## config.mk

```make
export PLATFORM = sky130hd
export DESIGN_NAME = segment_bit_unpacker
export DESIGN_NICKNAME = d
export VERILOG_FILES = /design/src/hw/rtl/sbu_pkg.sv /design/src/hw/rtl/sbu_front.sv /design/src/hw/rtl/sbu_queue.sv /design/src/hw/rtl/sbu_back.sv /design/src/hw/rtl/segment_bit_unpacker.sv
export VERILOG_INCLUDE_DIRS = /design/src /design/src/hw/rtl
export SDC_FILE = /design/constraint.sdc
export NUM_CORES = 1
export LEC_CHECK = 0
export BUFFER_PORTS_ARGS = -buffer_cell sky130_fd_sc_hd__buf_2
export CAP_MARGIN = 10
export CORE_MARGIN = 1.5
export CORE_UTILIZATION = 26
export CTS_CLUSTER_DIAMETER = 80
export DETAILED_ROUTE_END_ITERATION = 6
export GPL_ROUTABILITY_DRIVEN = 0
export GPL_TIMING_DRIVEN = 0
export SETUP_SLACK_MARGIN = 0.05
export SYNTH_ARGS = -nofsm -noshare
export SYNTH_HDL_FRONTEND = slang
export SYNTH_SLANG_ARGS = --single-unit
```

## constraint.sdc

```tcl
create_clock -name clk -period 5.4 [get_ports clk]
set_input_delay 0.54 -clock clk [delete_from_list [all_inputs] [get_ports clk]]
set_output_delay 0.54 -clock clk [all_outputs]
set_load 0.02 [all_outputs]
```

## src/hw/rtl/assert_macros.svh

```systemverilog
// Assertion macros shared by the segment bit unpacker RTL.
// No dependencies; included by the modules that carry checks.
`ifndef ASSERT_MACROS_SVH
`define ASSERT_MACROS_SVH

// Same-cycle implication, disabled during reset.
`define SBU_ASSERT(label, clk, rst, ante, cons) \
  label: assert property (@(posedge clk) disable iff (rst) (ante) |-> (cons)) \
    else $error("sbu assertion failed");

// Next-cycle implication, disabled during reset.
`define SBU_ASSERT_NEXT(label, clk, rst, ante, cons) \
  label: assert property (@(posedge clk) disable iff (rst) (ante) |=> (cons)) \
    else $error("sbu assertion failed");

`endif

```

## src/hw/rtl/sbu_pkg.sv

```systemverilog
// Shared constants and types for the segment bit unpacker.
// No dependencies; imported by every sbu module.
package sbu_pkg;

  localparam int WORD_BITS   = 32;
  localparam int COUNT_BITS  = 8;
  localparam int CODE_BITS   = 3;
  localparam int PIXEL_BITS  = 8;
  localparam int MAX_RESULTS = 32;
  // at most 7 bits are carried between words
  localparam int CARRY_BITS  = 7;
  localparam int ACC_BITS    = WORD_BITS + CARRY_BITS;
  localparam int AVAIL_BITS  = $clog2(ACC_BITS + 1);
  localparam int NRES_BITS   = $clog2(MAX_RESULTS + 1);
  localparam int NEED_BITS   = $clog2(PIXEL_BITS + 1);
  localparam int WIDTH_CODE_BITS = 3;

  localparam int QUEUE_DEPTH = 2;
  localparam int QPTR_BITS   = $clog2(QUEUE_DEPTH);
  localparam int QCOUNT_BITS = $clog2(QUEUE_DEPTH + 1);

  // back end status seen by the front end
  typedef struct packed {
    logic finished;
  } back_status_t;

endpackage

```

## src/hw/rtl/sbu_front.sv

```systemverilog
// Input stage of the segment bit unpacker: registers incoming words.
// Depends on sbu_pkg; drops words once the stream has ended.
module sbu_front (
  input  logic                         clk,
  input  logic                         rst,
  input  logic                         word_valid,
  output logic                         word_ready,
  input  logic [sbu_pkg::WORD_BITS-1:0] code_word,
  input  sbu_pkg::back_status_t        status,
  output logic                         q_valid,
  input  logic                         q_ready,
  output logic [sbu_pkg::WORD_BITS-1:0] q_word
);
  import sbu_pkg::*;

  logic                 buf_valid;
  logic [WORD_BITS-1:0] buf_word;
  logic                 consume;

  // after end of stream, items are taken and discarded here
  assign consume    = buf_valid & (q_ready | status.finished);
  assign q_valid    = buf_valid & ~status.finished;
  assign q_word     = buf_word;
  assign word_ready = ~buf_valid | consume;

  always_ff @(posedge clk) begin
    if (rst) begin
      buf_valid <= 1'b0;
    end else if (word_ready) begin
      buf_valid <= word_valid;
    end
    if (word_valid && word_ready) begin
      buf_word <= code_word;
    end
  end

endmodule

```

## src/hw/rtl/sbu_queue.sv

```systemverilog
// Small word queue between the front and back ends of the unpacker.
// Depends on sbu_pkg for depth and word width.
`include "assert_macros.svh"

module sbu_queue (
  input  logic                         clk,
  input  logic                         rst,
  input  logic                         push_valid,
  output logic                         push_ready,
  input  logic [sbu_pkg::WORD_BITS-1:0] push_word,
  output logic                         pop_valid,
  input  logic                         pop_ready,
  output logic [sbu_pkg::WORD_BITS-1:0] pop_word
);
  import sbu_pkg::*;

  logic [WORD_BITS-1:0]   mem [QUEUE_DEPTH];
  logic [QPTR_BITS-1:0]   wr_ptr;
  logic [QPTR_BITS-1:0]   rd_ptr;
  logic [QCOUNT_BITS-1:0] count;
  logic                   do_push;
  logic                   do_pop;

  assign push_ready = (count != QCOUNT_BITS'(QUEUE_DEPTH));
  assign pop_valid  = (count != '0);
  assign pop_word   = mem[rd_ptr];
  assign do_push    = push_valid & push_ready;
  assign do_pop     = pop_valid & pop_ready;

  always_ff @(posedge clk) begin
    if (rst) begin
      wr_ptr <= '0;
      rd_ptr <= '0;
      count  <= '0;
    end else begin
      if (do_push) begin
        wr_ptr <= (wr_ptr == QPTR_BITS'(QUEUE_DEPTH - 1)) ? '0 : wr_ptr + 1'b1;
      end
      if (do_pop) begin
        rd_ptr <= (rd_ptr == QPTR_BITS'(QUEUE_DEPTH - 1)) ? '0 : rd_ptr + 1'b1;
      end
      if (do_push && !do_pop) begin
        count <= count + 1'b1;
      end else if (do_pop && !do_push) begin
        count <= count - 1'b1;
      end
    end
    if (do_push) begin
      mem[wr_ptr] <= push_word;
    end
  end

  `SBU_ASSERT(a_count_bound, clk, rst, 1'b1, count <= QCOUNT_BITS'(QUEUE_DEPTH))
  `SBU_ASSERT_NEXT(a_full_no_grow, clk, rst, !push_ready && !do_pop, !push_ready)

endmodule

```

## src/hw/rtl/sbu_back.sv

```systemverilog
// Back end of the unpacker: walks the bit stream one field per cycle unless the output stalls.
// Depends on sbu_pkg; holds one result back to tag the last of each word.
`include "assert_macros.svh"

module sbu_back (
  input  logic                          clk,
  input  logic                          rst,
  input  logic                          q_valid,
  output logic                          q_ready,
  input  logic [sbu_pkg::WORD_BITS-1:0]  q_word,
  output sbu_pkg::back_status_t         status,
  output logic                          pixel_valid,
  input  logic                          pixel_ready,
  output logic [sbu_pkg::PIXEL_BITS-1:0] pixel,
  output logic                          end_of_stream,
  output logic                          last
);
  import sbu_pkg::*;

  typedef enum logic [1:0] {PH_COUNT, PH_CODE, PH_PIX} phase_t;

  phase_t                  phase;
  logic                    have_word;
  logic [ACC_BITS-1:0]     acc;       // valid bits left-aligned, zeros below
  logic [AVAIL_BITS-1:0]   avail;
  logic [NRES_BITS-1:0]    nres;
  logic [COUNT_BITS-1:0]   pixels_left;
  logic [NEED_BITS-1:0]    pixel_width;
  logic                    finished;
  logic                    pend_valid;
  logic [PIXEL_BITS-1:0]   pend_pixel;
  logic                    pend_eos;

  logic [NEED_BITS-1:0]    need;
  logic [PIXEL_BITS-1:0]   field;
  logic                    out_free;
  logic                    word_done;
  logic                    step;
  logic                    is_result;
  logic                    stall;
  logic                    load;
  logic [PIXEL_BITS-1:0]   res_pixel;
  logic                    res_eos;

  always_comb begin
    case (phase)
      PH_PIX:  need = pixel_width;
      PH_CODE: need = NEED_BITS'(CODE_BITS);
      default: need = NEED_BITS'(COUNT_BITS);
    endcase
  end

  assign field     = acc[ACC_BITS-1 -: PIXEL_BITS] >> (NEED_BITS'(PIXEL_BITS) - need);
  assign out_free  = ~pixel_valid | pixel_ready;
  assign word_done = have_word &
                     ((avail < AVAIL_BITS'(need)) | (nres == NRES_BITS'(MAX_RESULTS)));
  assign step      = have_word & ~word_done;
  assign is_result = step & ((phase == PH_PIX) | ((phase == PH_COUNT) & (field == '0)));
  assign res_eos   = (phase != PH_PIX);
  assign res_pixel = res_eos ? '0 : field;
  assign stall     = pend_valid & ~out_free & (word_done | is_result);
  // words popped after the end of stream are discarded
  assign q_ready   = ~have_word;
  assign load      = q_valid & ~have_word & ~finished;
  assign status.finished = finished;

  always_ff @(posedge clk) begin
    if (rst) begin
      phase       <= PH_COUNT;
      have_word   <= 1'b0;
      acc         <= '0;
      avail       <= '0;
      nres        <= '0;
      pixels_left <= '0;
      pixel_width <= NEED_BITS'(PIXEL_BITS);
      finished    <= 1'b0;
      pend_valid  <= 1'b0;
      pixel_valid <= 1'b0;
    end else begin
      if (pixel_ready) begin
        pixel_valid <= 1'b0;
      end

      if (load) begin
        acc       <= acc | ({q_word, CARRY_BITS'(0)} >> avail[2:0]);
        avail     <= avail + AVAIL_BITS'(WORD_BITS);
        nres      <= '0;
        have_word <= 1'b1;
      end else if (have_word && !stall) begin
        if (word_done) begin
          have_word <= 1'b0;
          if (pend_valid) begin
            pixel_valid   <= 1'b1;
            pixel         <= pend_pixel;
            end_of_stream <= pend_eos;
            last          <= 1'b1;
            pend_valid    <= 1'b0;
          end
        end else begin
          acc   <= acc << need;
          avail <= avail - AVAIL_BITS'(need);
          case (phase)
            PH_PIX: begin
              pixels_left <= pixels_left - 1'b1;
              if (pixels_left == COUNT_BITS'(1)) begin
                phase <= PH_COUNT;
              end
            end
            PH_CODE: begin
              pixel_width <= (field[WIDTH_CODE_BITS-1:0] == '0) ?
                             NEED_BITS'(PIXEL_BITS) : NEED_BITS'(field[WIDTH_CODE_BITS-1:0]);
              phase <= PH_PIX;
            end
            default: begin
              if (field == '0) begin
                // zero count: end of stream, rest of the word is dropped
                finished <= 1'b1;
                avail    <= '0;
                acc      <= '0;
              end else begin
                pixels_left <= field;
                phase       <= PH_CODE;
              end
            end
          endcase

          if (is_result) begin
            if (pend_valid) begin
              pixel_valid   <= 1'b1;
              pixel         <= pend_pixel;
              end_of_stream <= pend_eos;
              last          <= 1'b0;
            end
            pend_valid <= 1'b1;
            pend_pixel <= res_pixel;
            pend_eos   <= res_eos;
            nres       <= nres + 1'b1;
          end
        end
      end
    end
  end

  `SBU_ASSERT(a_carry_bound, clk, rst, !have_word, avail <= AVAIL_BITS'(CARRY_BITS))
  `SBU_ASSERT(a_eos_is_last, clk, rst, pixel_valid && end_of_stream, last)
  `SBU_ASSERT_NEXT(a_finished_idle, clk, rst, finished && !have_word, !have_word && !pend_valid)

endmodule

```

## src/hw/rtl/segment_bit_unpacker.sv

```systemverilog
// Segment bit unpacker: decodes a packed stream of segment-coded pixels.
// Channels: word_valid/word_ready with code_word (32 bits, read MSB first);
// pixel_valid/pixel_ready with pixel, end_of_stream and last.
// Each segment is an 8-bit pixel count, a 3-bit width code (0 means 8) and
// that many pixels, each sent zero-extended to 8 bits. Fields may cross
// word boundaries. A zero count yields one item with end_of_stream set
// and ends the stream; later words are accepted and dropped.
// last marks the final item caused by an input word; a word that causes
// no item (only padding or a partial field) produces nothing.
// Throughput: the back end consumes one field per cycle while the output
// does not stall, plus a load step and a wrap-up step per word; it takes
// no new word until the last one is wrapped up. The input register and a
// two-word queue keep words flowing while the back end works.
// Output path: each pixel is held one item behind the decoder (it is held
// until the next item or the end of its word shows whether it is last), and
// a word passes the input register and the queue before the decoder loads it.
// Reset (rst, synchronous) clears the carry, the segment state and all
// queues. When the receiver stalls, the output register and held item
// fill and the decoder waits; words still collect in the queue.
module segment_bit_unpacker (
  input  logic                          clk,
  input  logic                          rst,
  input  logic                          word_valid,
  output logic                          word_ready,
  input  logic [sbu_pkg::WORD_BITS-1:0]  code_word,
  output logic                          pixel_valid,
  input  logic                          pixel_ready,
  output logic [sbu_pkg::PIXEL_BITS-1:0] pixel,
  output logic                          end_of_stream,
  output logic                          last
);
  import sbu_pkg::*;

  back_status_t         status;
  logic                 f_valid;
  logic                 f_ready;
  logic [WORD_BITS-1:0] f_word;
  logic                 q_valid;
  logic                 q_ready;
  logic [WORD_BITS-1:0] q_word;

  sbu_front u_front (
    .clk        (clk),
    .rst        (rst),
    .word_valid (word_valid),
    .word_ready (word_ready),
    .code_word  (code_word),
    .status     (status),
    .q_valid    (f_valid),
    .q_ready    (f_ready),
    .q_word     (f_word)
  );

  sbu_queue u_queue (
    .clk        (clk),
    .rst        (rst),
    .push_valid (f_valid),
    .push_ready (f_ready),
    .push_word  (f_word),
    .pop_valid  (q_valid),
    .pop_ready  (q_ready),
    .pop_word   (q_word)
  );

  sbu_back u_back (
    .clk           (clk),
    .rst           (rst),
    .q_valid       (q_valid),
    .q_ready       (q_ready),
    .q_word        (q_word),
    .status        (status),
    .pixel_valid   (pixel_valid),
    .pixel_ready   (pixel_ready),
    .pixel         (pixel),
    .end_of_stream (end_of_stream),
    .last          (last)
  );

endmodule
```

==> qor.yml <==
status:
  status: "completed"
global_route:
  grt_pass1_wl_mm: 48.88
  grt_use_total_pct: 14.12
  antenna_found_initial: 0
  grt_pass1_vias: 8732
  grt_max_degree: 33
  gr-total-overflow: 0
detailed_routing:
  drtIter0Drc: 807
  ant_nets: 0
  drc: 0
  drt-vias-per-instance: 5.367
  first_pass_iters: 6
  route.vias.total: 8914
  avgRoutedWirePerCell_microns: 18.76
  routed_wl_mm: 31.16
min_path:
  hp-class: "in -> reg"
power:
  power.density_nw_per_um2: 443.0
  leakage_nw: 4.555
  power_mw: 5.662
  ir_drop_mv: 0.4509
layout:
  final_layout_size_suffix_gt1_share_pct: 17.74
  fillCellCount: 4326
  area_growth_syn_to_layout_pct: 15.35
  nets: 1161
  num_antenna_cells: 0
  fin_area_sq_um: 12780
  post-route-util_pct: 30.40
clocking:
  path_clk_slew_ns: 0.09
  cts-root-buf: "clkbuf_16"
  cts_tree: "built"
  clock_path_buffers: 2
  clock_latency_ns: 0.46
  cts_buffers: 17
  clock_sinks: 190
  cts_max_level: 4
yosys:
  synth_edf_count: 115
  ys_seq_elements: 190
  yosysSeqAreaShare_pct: 44.72
  syn-num-nets: 1090
  synthArstFlopShare_pct: 0
  synthFlopType: "edfxtp_1"
  yosysWarnings: 0
  synth_area_leaders: "edfxtp_1 (31%), dfxtp_1 (14%), mux2i_1 (10%), mux4_2 (8.1%), a21oi_1 (3.5%)"
  syn_inst: 1038
  syn_area_per_cell_sq_um: 10.67
  synth_top_area_cell: "edfxtp_1"
  synth_area_sq_um: 11080
  yosysTopAreaCellShare_pct: 31.17
  synth.distinct_cells: 79
timing:
  clock_skew_ns: 0.01938
  tightest_slew_ns: 0.8529
  setup_tns_ns: 0
  maxSlewHeadroom_pct: 43.02
  post-route-period-util_pct: 94.71
  hold_violations: 0
  slew_viol_final: 0
  rsz0062_at_grt: "no"
  fin_crit_ns: 5.114
  setup_violations: 0
  clock.fmax_mhz: 195.5
placement:
  dp_hpwl_mm: 23.59
  portBuffers: 47
  placed_area_sq_um: 12040
critical_path:
  critPathRequiredTime_ns: 5.78
  worstPathCellList: "inv_1, ha_1, clkinv_2, nor2_4, clkdlybuf4s15_2, buf_2, ha_1, inv_1, fa_1, a21o_1, a21o_1, o31a_1, nand3_1, clkbuf_2, clkbuf_2, o21ai_0, a21oi_1"
  cpPeakStageDelay_ns: 0.50
  r2r_slack_ns: 0.29
  cp.depth: 17
  worstPathArrival_ns: 5.49
  cp_num_buf_inv: 7
  cp_slowest_cell: "clkdlybuf4s15_2"
  start_kind: "register"
  worstPathMaxFanout: 10
  worstSetupPathType: "reg -> reg"
  crit_end: "u_back.acc[37]$_SDFFE_PP0P_"
  endpoint_kind: "register"
  r2r_cells: 17
  crit_start: "u_back.phase[1]$_SDFFE_PP0P_"
  crit_family: "buffers and inverters"
  reg2reg_to: "u_back.acc[37]$_SDFFE_PP0P_"
  r2r-start: "u_back.phase[1]$_SDFFE_PP0P_"
floorplanning:
  die_w_microns: 209.4
  start_util_pct: 26.35
  die_y_microns: 209.4
  core_area_sq_um: 42040
  io_pins: 48
  die-area_sq_um: 43860
  core.rowCount: 75
run:
  max_cap_violations: 0
==> per-stage QoR <==
stage / hold WS (ns) / worst slack, ns / cells
2_1_floorplan: 0.4003 / 0.3297 / 1038
3_3_place_gp: 0.4074 / -0.7455 / 1624
3_5_place_dp: 0.4072 / -0.6903 / 1627
4_1_cts: 0.2384 / 0.08230 / 1658
5_1_grt: 0.2359 / 0.05123 / 1661
6_report: 0.2592 / 0.2855 / 1661
==> power by group <==
group / switching (mW) / internal (mW) / total (mW)
Combinational: 1.47 / 0.873 / 2.34
Clock: 0.715 / 0.665 / 1.38
Sequential: 0.181 / 1.76 / 1.94
Total: 2.37 / 3.30 / 5.66
==> cells by family (layout without fill, tap and decap cells) <==
group / count (synthesis) / after routing / share of synthesized area, %
buf+inv: 109 / 193 / 4.122
compound gates: 255 / 255 / 15.72
mux: 170 / 170 / 20.06
simple gates: 290 / 290 / 12.70
xor+xnor: 8 / 8 / 0.8019
fa+ha+maj: 16 / 16 / 1.875
flops: 190 / 190 / 44.72
==> timing repair <==
| item | 4_1_cts | 5_1_grt |
|---|---|---|
| buffers inserted | 0 | 4 |
| hold buffers | 0 | 0 |
| setup endpoints to repair | 76 | 59 |
| pin swaps | 0 | 1 |
| resized for setup | 15 | 7 |
| gates cloned | 0 | 0 |
==> synthesized netlist by cell type, drive strengths merged, types with 8 or more instances <==
cell type and instances:
a31oi 8, clkbuf 54, a221oi 10, nor3 19, nor2 62, a21oi 80
o21ai 29, a211oi 34, nand3 29, a21o 11, nor2b 22, o22ai 31
nand2 90, ha 15, mux2 16, o31ai 9, inv 23, edfxtp 115
mux2i 114, nand4 27, dfxtp 75, mux4 40, buf 31
==> area by class of cell <==
class	instances	area, sq um	share of cell area (%)
clock buffers	17	425.4	3.329
multi-input cells	739	5725	44.80
inverters	24	91.34	0.7147
plain buffers	83	381.6	2.986
repair buffers	54	295.3	2.311
clock inverters	15	231.5	1.811
flip-flops and latches	190	4955	38.77
well taps	539	674.4	5.277
==> state kept, by name, indices dropped and copies added (netlist names), 4 cells and up, named ones only <==
name                cells
u_back.nres             6
u_back.acc             39
u_back.pixels_left      8
u_front.q_word         32
u_back.pixel            8
u_back.pend_pixel       8
u_back.pixel_width      4
u_back.avail            6
u_queue.mem            64
==> routing by layer <==
layer	wire (microns)	track usage [%]	part of all wire, %
met4	705	5.097	2.3
met1	13100	17.81	42
met5	0	0	0
met3	2064	2.888	6.6
met2	15280	23.90	49
==> how the worst min path moves through the flow <==
| stage | from | end | slack [ns] | cells past startpoint |
|---|---|---|---|---|
| floorplan | u_back.pend_eos$_DFFE_PP_ | u_back.end_of_stream$_DFFE_PP_ | 0.40 | 0 |
| global placement | u_back.pend_pixel[3]$_SDFFCE_PP0P_ | u_back.pixel[3]$_DFFE_PP_ | 0.41 | 0 |
| detailed placement | u_back.pend_pixel[5]$_SDFFCE_PP0P_ | u_back.pixel[5]$_DFFE_PP_ | 0.41 | 0 |
| CTS | code_word[21] | u_front.q_word[21]$_DFFE_PP_ | 0.24 | 1 |
| global route | code_word[21] | u_front.q_word[21]$_DFFE_PP_ | 0.24 | 1 |
| finish | code_word[20] | u_front.q_word[20]$_DFFE_PP_ | 0.26 | 1 |
==> cell usage in the layout (no fill, tap or decap), types with 3 or more instances in the layout <==
| cell type | synthesis | final |
|---|---|---|
| a211oi_1 | 33 | 33 |
| a21o_1 | 11 | 11 |
| a21oi_1 | 78 | 77 |
| a221oi_1 | 10 | 9 |
| a31oi_1 | 7 | 7 |
| and2_1 | 6 | 5 |
| and3_1 | 6 | 6 |
| buf_1 | 10 | 6 |
| buf_2 | 19 | 66 |
| buf_4 | 0 | 8 |
| buf_6 | 1 | 3 |
| clkbuf_1 | 54 | 49 |
| clkbuf_16 | 0 | 17 |
| clkbuf_2 | 0 | 3 |
| clkinv_8 | 0 | 4 |
| dfxtp_1 | 75 | 75 |
| edfxtp_1 | 115 | 115 |
| ha_1 | 15 | 15 |
| inv_1 | 22 | 22 |
| inv_12 | 0 | 6 |
| mux2_2 | 16 | 16 |
| mux2i_1 | 114 | 114 |
| mux4_2 | 40 | 40 |
| nand2_1 | 89 | 89 |
| nand2b_1 | 6 | 6 |
| nand3_1 | 28 | 28 |
| nand4_1 | 27 | 27 |
| nor2_1 | 60 | 60 |
| nor2b_1 | 22 | 21 |
| nor3_1 | 19 | 18 |
| nor4_1 | 3 | 3 |
| o211ai_1 | 7 | 7 |
| o21a_1 | 4 | 4 |
| o21ai_0 | 27 | 27 |
| o22ai_1 | 31 | 31 |
| o311ai_0 | 3 | 3 |
| o31ai_1 | 9 | 9 |
| or3_1 | 7 | 7 |
| or4_1 | 5 | 5 |
| xor2_1 | 6 | 6 |
No activity file was read; power rests on OpenSTA's default activity.
